`src/hdl/tbcd_pkg.sv`:
```
`timescale 1ns / 1ps

package tbcd_pkg;

    localparam int unsigned TIME_W     = 32;
    localparam int unsigned CLICK_MS_W = 16;
    localparam int unsigned CFG_IDX_W  = 8;

    localparam logic [CLICK_MS_W-1:0] MIN_CLICK_RESET = 16'd40;
    localparam logic [CLICK_MS_W-1:0] MAX_CLICK_RESET = 16'd1000;

    localparam logic [CFG_IDX_W-1:0] REG_MIN_CLICK_MS = 8'd0;
    localparam logic [CFG_IDX_W-1:0] REG_MAX_CLICK_MS = 8'd1;

    typedef struct packed {
        logic prev;
        logic handled;
        logic [TIME_W-1:0] down_time;
    } button_state_t;

endpackage

```
`src/hdl/tbcd_if.sv`:
```
`timescale 1ns / 1ps

interface tbcd_sample_if;
    import tbcd_pkg::*;

    logic              valid;
    logic              ready;
    logic              first_pressed;
    logic              second_pressed;
    logic [TIME_W-1:0] now_ms;

    modport source (output valid, output first_pressed, output second_pressed,
                    output now_ms, input ready);
    modport sink   (input valid, input first_pressed, input second_pressed,
                    input now_ms, output ready);
endinterface

interface tbcd_result_if;
    logic valid;
    logic ready;
    logic first_click;
    logic second_click;
    logic chord_event;

    modport source (output valid, output first_click, output second_click,
                    output chord_event, input ready);
    modport sink   (input valid, input first_click, input second_click,
                    input chord_event, output ready);
endinterface

interface tbcd_cfg_if;
    import tbcd_pkg::*;

    logic                  valid;
    logic                  ready;
    logic [CFG_IDX_W-1:0]  index;
    logic [CLICK_MS_W-1:0] data;

    modport source (output valid, output index, output data, input ready);
    modport sink   (input valid, input index, input data, output ready);
endinterface

```
`src/hdl/two_button_click_chord_detector.sv`:
```
`timescale 1ns / 1ps

// Two-button click and chord detector.
// Channels: "in" carries one poll sample per item (both button levels and a
// wrapping millisecond timestamp); "out" returns exactly one result item per
// sample (first_click, second_click, chord_event); "cfg" writes the click
// window, index 0 min_click_ms and index 1 max_click_ms, other indexes ignored.
// cfg is always ready; write it only while no sample is in flight.
// Latency: the result of a sample is presented on "out" in the cycle after it
// is accepted, from the result register.
// Throughput: one sample per cycle; the single update of the per-button state
// between sample and result register sets that figure.
// When the receiver stalls, the result register holds and "in" takes a new
// sample only in a cycle in which the held result is taken.
// Reset clears the button state, the chord latch and the result register and
// restores the window to 40 ms and 1000 ms.
module two_button_click_chord_detector (
    input logic         clk,
    input logic         rst_n,
    tbcd_sample_if.sink in,
    tbcd_result_if.source out,
    tbcd_cfg_if.sink    cfg
);
    import tbcd_pkg::*;

    logic [CLICK_MS_W-1:0] min_click_reg;
    logic [CLICK_MS_W-1:0] max_click_reg;
    button_state_t         first_reg, first_next;
    button_state_t         second_reg, second_next;
    logic                  chord_latched_reg, chord_latched_next;
    logic                  out_valid_reg;
    logic                  first_click_reg, first_click_next;
    logic                  second_click_reg, second_click_next;
    logic                  chord_event_reg, chord_event_next;
    logic                  accept;

    function automatic logic button_step(
        input  logic                  cur,
        input  button_state_t         st,
        input  logic [TIME_W-1:0]     now,
        input  logic [CLICK_MS_W-1:0] lo,
        input  logic [CLICK_MS_W-1:0] hi,
        output button_state_t         st_next
    );
        logic [TIME_W-1:0] held;
        logic              click;
        held    = now - st.down_time;
        click   = 1'b0;
        st_next = st;
        if (cur && !st.prev)
        begin
            st_next.down_time = now;
            st_next.handled   = 1'b0;
        end
        else if (!cur && st.prev)
        begin
            if (!st.handled && held >= TIME_W'(lo) && held < TIME_W'(hi))
            begin
                st_next.handled = 1'b1;
                click           = 1'b1;
            end
        end
        st_next.prev = cur;
        return click;
    endfunction

    assign in.ready  = !out_valid_reg || out.ready;
    assign accept    = in.valid && in.ready;
    assign cfg.ready = 1'b1;

    always_comb
    begin
        first_next         = first_reg;
        second_next        = second_reg;
        chord_latched_next = chord_latched_reg;
        first_click_next   = 1'b0;
        second_click_next  = 1'b0;
        chord_event_next   = 1'b0;
        if (in.first_pressed && in.second_pressed && !chord_latched_reg)
        begin
            chord_latched_next  = 1'b1;
            first_next.handled  = 1'b1;
            second_next.handled = 1'b1;
            chord_event_next    = 1'b1;
        end
        else
        begin
            if (!in.first_pressed && !in.second_pressed)
            begin
                chord_latched_next = 1'b0;
            end
            first_click_next  = button_step(in.first_pressed, first_reg, in.now_ms,
                                            min_click_reg, max_click_reg, first_next);
            second_click_next = button_step(in.second_pressed, second_reg, in.now_ms,
                                            min_click_reg, max_click_reg, second_next);
        end
    end

    always_ff @(posedge clk or negedge rst_n)
    begin
        if (!rst_n)
        begin
            min_click_reg     <= MIN_CLICK_RESET;
            max_click_reg     <= MAX_CLICK_RESET;
            first_reg         <= '0;
            second_reg        <= '0;
            chord_latched_reg <= 1'b0;
            out_valid_reg     <= 1'b0;
            first_click_reg   <= 1'b0;
            second_click_reg  <= 1'b0;
            chord_event_reg   <= 1'b0;
        end
        else
        begin
            if (cfg.valid && cfg.ready)
            begin
                case (cfg.index)
                    REG_MIN_CLICK_MS: min_click_reg <= cfg.data;
                    REG_MAX_CLICK_MS: max_click_reg <= cfg.data;
                    default: ;
                endcase
            end
            if (accept)
            begin
                first_reg         <= first_next;
                second_reg        <= second_next;
                chord_latched_reg <= chord_latched_next;
                first_click_reg   <= first_click_next;
                second_click_reg  <= second_click_next;
                chord_event_reg   <= chord_event_next;
                out_valid_reg     <= 1'b1;
            end
            else if (out.ready)
            begin
                out_valid_reg <= 1'b0;
            end
        end
    end

    assign out.valid        = out_valid_reg;
    assign out.first_click  = first_click_reg;
    assign out.second_click = second_click_reg;
    assign out.chord_event  = chord_event_reg;

`ifndef SYNTHESIS
    a_chord_excludes_click: assert property (@(posedge clk) disable iff (!rst_n)
        out_valid_reg && chord_event_reg |-> !first_click_reg && !second_click_reg)
        else $error("chord result carries a click");

    a_chord_sets_latch: assert property (@(posedge clk) disable iff (!rst_n)
        accept && in.first_pressed && in.second_pressed && !chord_latched_reg
        |=> chord_latched_reg && first_reg.handled && second_reg.handled)
        else $error("chord did not latch");

    a_release_clears_latch: assert property (@(posedge clk) disable iff (!rst_n)
        accept && !in.first_pressed && !in.second_pressed |=> !chord_latched_reg)
        else $error("chord latch held after release");

    a_click_marks_handled: assert property (@(posedge clk) disable iff (!rst_n)
        accept && (first_click_next || second_click_next)
        |=> (first_reg.handled || !first_click_reg)
            && (second_reg.handled || !second_click_reg))
        else $error("click left button unhandled");
`endif

endmodule

```
`src/flat_wrapper.sv`:
```
// flat-port wrapper written by rule: the top's interface ports become plain ports
module two_button_click_chord_detector_flat import tbcd_pkg::*;
  (clk, rst_n, in_valid, in_first_pressed, in_second_pressed, in_now_ms, in_ready, out_valid, out_first_click, out_second_click, out_chord_event, out_ready, cfg_valid, cfg_index, cfg_data, cfg_ready);
  tbcd_sample_if in_i ();
  tbcd_result_if out_i ();
  tbcd_cfg_if cfg_i ();
  input logic clk;
  input logic rst_n;
  input wire logic [$bits(in_i.valid)-1:0] in_valid;
  input wire logic [$bits(in_i.first_pressed)-1:0] in_first_pressed;
  input wire logic [$bits(in_i.second_pressed)-1:0] in_second_pressed;
  input wire logic [$bits(in_i.now_ms)-1:0] in_now_ms;
  output wire logic [$bits(in_i.ready)-1:0] in_ready;
  output wire logic [$bits(out_i.valid)-1:0] out_valid;
  output wire logic [$bits(out_i.first_click)-1:0] out_first_click;
  output wire logic [$bits(out_i.second_click)-1:0] out_second_click;
  output wire logic [$bits(out_i.chord_event)-1:0] out_chord_event;
  input wire logic [$bits(out_i.ready)-1:0] out_ready;
  input wire logic [$bits(cfg_i.valid)-1:0] cfg_valid;
  input wire logic [$bits(cfg_i.index)-1:0] cfg_index;
  input wire logic [$bits(cfg_i.data)-1:0] cfg_data;
  output wire logic [$bits(cfg_i.ready)-1:0] cfg_ready;
  assign in_i.valid = in_valid;
  assign in_i.first_pressed = in_first_pressed;
  assign in_i.second_pressed = in_second_pressed;
  assign in_i.now_ms = in_now_ms;
  assign in_ready = in_i.ready;
  assign out_valid = out_i.valid;
  assign out_first_click = out_i.first_click;
  assign out_second_click = out_i.second_click;
  assign out_chord_event = out_i.chord_event;
  assign out_i.ready = out_ready;
  assign cfg_i.valid = cfg_valid;
  assign cfg_i.index = cfg_index;
  assign cfg_i.data = cfg_data;
  assign cfg_ready = cfg_i.ready;
  two_button_click_chord_detector u_core (.clk(clk), .rst_n(rst_n), .in(in_i), .out(out_i), .cfg(cfg_i));
endmodule
```
`config.mk`:
```
export PLATFORM = sky130hd
export DESIGN_NAME = two_button_click_chord_detector_flat
export DESIGN_NICKNAME = d
export VERILOG_FILES = /design/src/hdl/tbcd_pkg.sv /design/src/hdl/tbcd_if.sv /design/src/hdl/two_button_click_chord_detector.sv /design/src/flat_wrapper.sv
export SDC_FILE = /design/constraint.sdc
export NUM_CORES = 1
export LEC_CHECK = 0
export BUFFER_PORTS_ARGS = -buffer_cell sky130_fd_sc_hd__buf_2
export CAP_MARGIN = 20
export CORE_MARGIN = 1.5
export CORE_UTILIZATION = 62
export DETAILED_ROUTE_END_ITERATION = 12
export GPL_ROUTABILITY_DRIVEN = 0
export PLACE_DENSITY = 0.82
export SYNTH_ARGS = -nofsm -noshare
export SYNTH_HDL_FRONTEND = slang
export SYNTH_SLANG_ARGS = --single-unit
```
`constraint.sdc`:
```
create_clock -name clk -period 4.6 [get_ports clk]
set_input_delay 0.23 -clock clk [delete_from_list [all_inputs] [get_ports clk]]
set_output_delay 0.23 -clock clk [all_outputs]
set_load 0.02 [all_outputs]
```
== After elaboration in Yosys (flattened, before gate mapping) ==
Cells that the tools add are included.

* Flip-flop bits (word level): 105
* Word-level logic and storage cells: 78

* $add $sub $neg: 2
* Magnitude comparators: 4
* Eq/ne operators: 1
* Muxes and demuxes: 21
* Bitwise gates (word level): 1
* Reduce and logical (&&, ||, !) cells: 36

{| class="wikitable"
|+ Operators by type and width
! operator !! number
|-
| greater-or-equal comparator 32 x 16 -> 1 bit || 2
|-
| < comparator 32 x 16 -> 1 bit || 2
|-
| subtractor 32 bit || 2
|-
| two-way mux 1 bit || 21
|-
| logical AND 1 bit || 12
|-
| AND reduction 3 bit || 4
|-
| nonzero test 3 bit || 4
|-
| equality test 8 x 1 -> 1 bit (second input constant) || 1
|-
| zero test 1 bit || 8
|-
| zero test 8 bit || 1
|-
| AND reduction 2 bit || 4
|-
| nonzero test 2 bit || 2
|-
| logical OR 1 bit || 1
|-
| NOT 1 bit || 1
|}

== Depth between registers and ports, before layout ==
* Word-level depth: 8
* Depth in mapped cells: 22
* Mapped depth without buffers: 21

== Worst setup path before layout ==
Ideal clock, no wire load.

* Kind: register to register
* Start: register u_core.second_reg[0] (netlist name)
* End: register u_core.second_reg[32] (netlist name)
* Arrival time: 3.984 ns
* Setup slack: 0.538 ns
* Cell stages (with the launch flop): 19
* Path buffers: 0
* Period minus slack after synthesis: 4.062 ns
* Cell sequence: dfrtp_1 ha_1 fa_1 nor2b_1 o2111ai_1 a2111oi_2 nor2_1 xnor2_1 ha_1 nand3_1 nand2_1 a211oi_1 o2111ai_1 or4_1 or4_1 nor4_2 nand4b_1 nand4b_1 a21oi_1

* Cells in the longest elaborated chain, start to end: 6
* Elaborated cells between the ends (all ways): 7

{| class="wikitable"
|+ Ends and longest elaborated chain
! what !! line !! RTL
|-
| from (decl) || two_button_click_chord_detector.sv:29 || <nowiki>button_state_t second_reg, second_next;</nowiki>
|-
| from (signal assigned) || two_button_click_chord_detector.sv:126 || <nowiki>second_reg <= second_next;</nowiki>
|-
| subtractor 32 bit (*) || two_button_click_chord_detector.sv:47 || <nowiki>held = now - st.down_time;</nowiki>
|-
| greater-or-equal comparator 32 x 16 -> 1 bit || two_button_click_chord_detector.sv:57 || <nowiki>if (!st.handled && held >= TIME_W'(lo) && held < TIME_W'(hi))</nowiki>
|-
| logical AND 1 bit || two_button_click_chord_detector.sv:57 ||
|-
| logical AND 1 bit (*) || two_button_click_chord_detector.sv:57 ||
|-
| nonzero test 3 bit (no source line) (*) || - ||
|-
| AND reduction 3 bit (no source line) (*) || - ||
|}

Mark *: on every way between the ends. The rest lies on a longest branch, timed or not.
A chain may end at the register's enable or synchronous reset.

== Worst setup path after layout ==
* Start: register u_core.second_reg[7] (netlist name)
* End: register u_core.second_reg[32] (netlist name)

Same word-level chain as after synthesis.

==> summary.md <==
| Metric | Value |
|---|---|
| GRT Overall Usage | `~30%` |
| Status | `completed` |
| Syn Std Cell Area | `roughly 9400 µm²` |
| DR DRC count | `0` |
| P_leak | `approximately 5 nW` |
| R2r worst-path depth | `18` |
| FILL cells | `1,146` |
| Final Cycle Share | `96.0%` |
| Post-synth ARST share | `100%` |
| Min-delay src | `cfg_data[1]` |
| Max stage delay cell, worst path | `or4_1` |
| Syn_area_per_cell | `approximately 9 µm²` |
| Die Ht | `126 µm` |
| Synth cell types | `78` |
| Multi-input logic area | `6400 µm²` |
| Max Cap Viol | `0` |
| Worst setup margin | `about 0.18 ns` |
| Worst hold path depth | `3` |
| Reg2reg setup slack | `0.18 ns` |
| Min-Delay Endpoint | `u_core.min_click_reg[1]` |
| Adder-cell share of the synthesized area | `17.5%` |
| Clock Sinks | `105` |
| Flop pwr share | `21.2%` |
| Vias per cell | `6.36` |
| Cell Pwr Density | `573 nW/µm²` |
| Full die area | `15,900 µm²` |
| Initial antenna violation count | `0` |
| Register area | `2640 µm²` |
| Power share of the combinational group | `64.6%` |
| Compound-Gate Fraction of Synth Area | `20.0%` |
| Post-synthesis mux area share | `9.68%` |
| Predominant post-synthesis flop cell | `dfrtp_1` |
| Switching share of power | `between 40% and 50%` |
| Antenna viol nets, final | `0` |
| WL final | `between 20 and 25 mm` |
| Mapped Cells | `1,063` |
| Yosys reg bits | `105` |
| Total negative setup slack | `0 ns` |
| CP Capture Type | `flip-flop` |
| Crit path time final | `4.42 ns` |
| Diodes inserted | `0` |
| WL/cell | `roughly 18 µm` |
| Post-DP HPWL | `18.1 mm` |
| Clock transition at the registers of the reported paths | `0.07 ns` |
| Maximum VDD drop | `0.000358 V` |
| Final setup vio count | `0` |
| Share of cells above drive strength 1 | `20.7%` |
| Simple-gate share of the synthesized area | `15.0%` |
| Num rows | `44` |
| Most frequent cells in the layout | `ha_1 (117), inv_1 (109), dfrtp_1 (97)` |
| Core area | `14,600 µm²` |
| First-pass GRT wire length | `around 38 mm` |
| Worst Skew | `0.00948 ns` |
| Buffer type at the clock tree root | `clkbuf_16` |
| Crit start category | `flip-flop` |
| Number of synthesized flops with an enable pin | `0` |
| TritonCTS Buffers | `9` |
| Sw Pwr | `about 2.7 mW` |
| Pin count of the biggest net entering global routing | `59` |
| FF-to-FF Start | `u_core.second_reg[7]` |
| Pre-antenna DRT Iters | `7` |
| Largest family of logic cells by synthesized area | `compound AO/OA/AOI/OAI gates` |
| Vias in the first global route | `between 7,000 and 8,000` |
| Fin. max-slew vios | `0` |
| Hold Path Class | `in -> reg` |
| Number of top-level pins | `69` |
| Nets@finish | `1,318` |
| Crit-path max cell delay | `0.54 ns` |
| Max Freq | `between 0.2 and 0.25 GHz` |
| DP Worst Slack | `~0.10 ns` |
| Worst Path Buf+Inv | `1` |
| Synth warnings | `0` |
| Clk_lat worst skew | `about 0.36 ns` |
| CP delay by family, top | `simple AND/OR/NAND/NOR gates` |
| Clock share of power | `14.2%` |
| Sequential-to-total area share from yosys stat | `28.1%` |
| Critical path arrival | `4.71 ns` |
| Buffers on Ports | `67` |
| Worst Path Max Fanout | `6` |
| Via count | `8,360` |
| Reg2reg end | `u_core.second_reg[32]` |
| First DRT Iteration DRCs | `764` |
| CTS tree | `done` |
| Synthesized Nets | `between 1,000 and 1,500` |
| Crit path cell chain | `inv_1, ha_4, nand3_2, or4_1, a21oi_2, a211oi_4, xnor2_2, ha_1, a21oi_1, nand2_1, a211oi_2, o2111ai_1, or4_1, or4_4, nor4_2, nand4b_1, nand4b_1, a21oi_1` |
| Xor/xnor share of the synthesized area | `3.92%` |
| Type of the worst setup path | `reg -> reg` |
| Slew margin rel. | `34.6%` |
| Area Growth Syn to Fin | `11.2%` |
| Initial core utilization | `64.1%` |
| Longest Clk Path Bufs | `2` |
| Die X | `126 µm` |
| Commonest non-fill, non-tap cell in the layout | `ha_1` |
| CP required | `a little under 5 ns` |
| Htree depth | `3` |
| Fin. Hold Viols | `0` |
| GR Overflow Total | `0` |
| Internal power | `3.27 mW` |
| Slew @ Worst Pin | `~0.98 ns` |
## layer usage
layer	vias to the layer above	wire, µm	global-route usage (%)
met5	-	0	0
met4	0	555	9.74
met3	44	1980	5.06
met2	356	10400	46.1
met1	3972	10800	42.9
li1	3988	-	-
## cell usage after synthesis, drive strengths merged, types with 10 or more instances
cell | n | area, µm²
nand4 | 21 | 131
o21ai | 65 | 325
buf | 12 | 72.6
inv | 110 | 413
xor2 | 12 | 105
clkbuf | 17 | 67.6
and3 | 12 | 75.1
nor2 | 50 | 188
nand2b | 10 | 62.6
nand2 | 89 | 337
nand3 | 25 | 135
a21oi | 95 | 479
xnor2 | 30 | 263
mux2 | 79 | 890
o21a | 16 | 120
o211ai | 12 | 90.1
ha | 128 | 1600
dfrtp | 97 | 2430
nor3 | 12 | 60.1
a21o | 25 | 189
## power by group through the flow
stage | logic [mW] | registers (mW) | clock network, mW
after floorplan | 2.73 | 1.25 | 0
after global placement | 3.46 | 1.26 | 0
after detailed placement | 3.55 | 1.28 | 0
after CTS | 3.59 | 1.26 | 0.868
after global routing | 4.26 | 1.29 | 0.901
final | 3.87 | 1.27 | 0.849
## timing repair
| item | 4_1_cts | 5_1_grt |
|---|---|---|
| setup buffers | 0 | 2 |
| hold buffers | 1 | 0 |
| endpoints found under the setup margin | 0 | 4 |
| gates resized for setup | 0 | 39 |
| hold endpoints to repair | 49 | 0 |
## worst reg2reg max path, delay by kind of cell, from the launching register on
kind | cells | cell delay [ns]
and+or+nand+nor | 8 | 2.12
AOI/OAI and AO/OA | 6 | 0.96
adders and majority gates | 2 | 0.65
DFF | 1 | 0.35
xor gates and xnor gates | 1 | 0.19
buffers and inverters | 1 | 0.07
## worst max path at each step
stage,slack [ns],endpoint,from,depth (start not counted)
after floorplan,0.54,u_core.second_reg[32],u_core.second_reg[0],18
after global placement,0.20,u_core.out.second_click,in_now_ms[4],17
after detailed placement,0.10,u_core.second_reg[32],in_now_ms[0],20
after CTS,0.09,u_core.second_reg[32],u_core.second_reg[8],18
after global routing,-0.07,u_core.second_reg[32],u_core.second_reg[4],17
final,0.18,u_core.second_reg[32],u_core.second_reg[7],18
## stage by stage
stage	total power, mW	util [%]	instances	hold slack, ns	instance area (µm²)
2_1_floorplan	3.98	-	1063	-0.0656	9390
3_3_place_gp	4.72	67.6	1295	0.342	9900
3_5_place_dp	4.83	67.6	1295	0.345	9900
4_1_cts	5.72	69.9	1312	0.0736	10200
5_1_grt	6.46	71.3	1314	0.0906	10400
6_report	5.98	71.3	1314	0.0769	10400
## layout make-up
class | instances | area share [%]
multi-input combinational | 819 | 61.3
inverter | 110 | 3.95
clock inverter | 6 | 0.850
sequential | 105 | 25.2
timing repair buffer | 80 | 4.19
clock buffer | 10 | 2.29
tap | 184 | 2.20
## logic make-up (layout without fill, tap and decap cells)
family / count (synthesis) / in the layout
AO/OA/AOI/OAI: 289 / 289
XOR/XNOR: 42 / 42
adder cells (fa/ha/maj): 130 / 130
buffers and inverters: 139 / 206
flip-flops: 105 / 105
multiplexers: 81 / 81
other: 1 / 1
AND/OR/NAND/NOR: 276 / 276
Note: power is estimated with default switching activity, not from simulation.
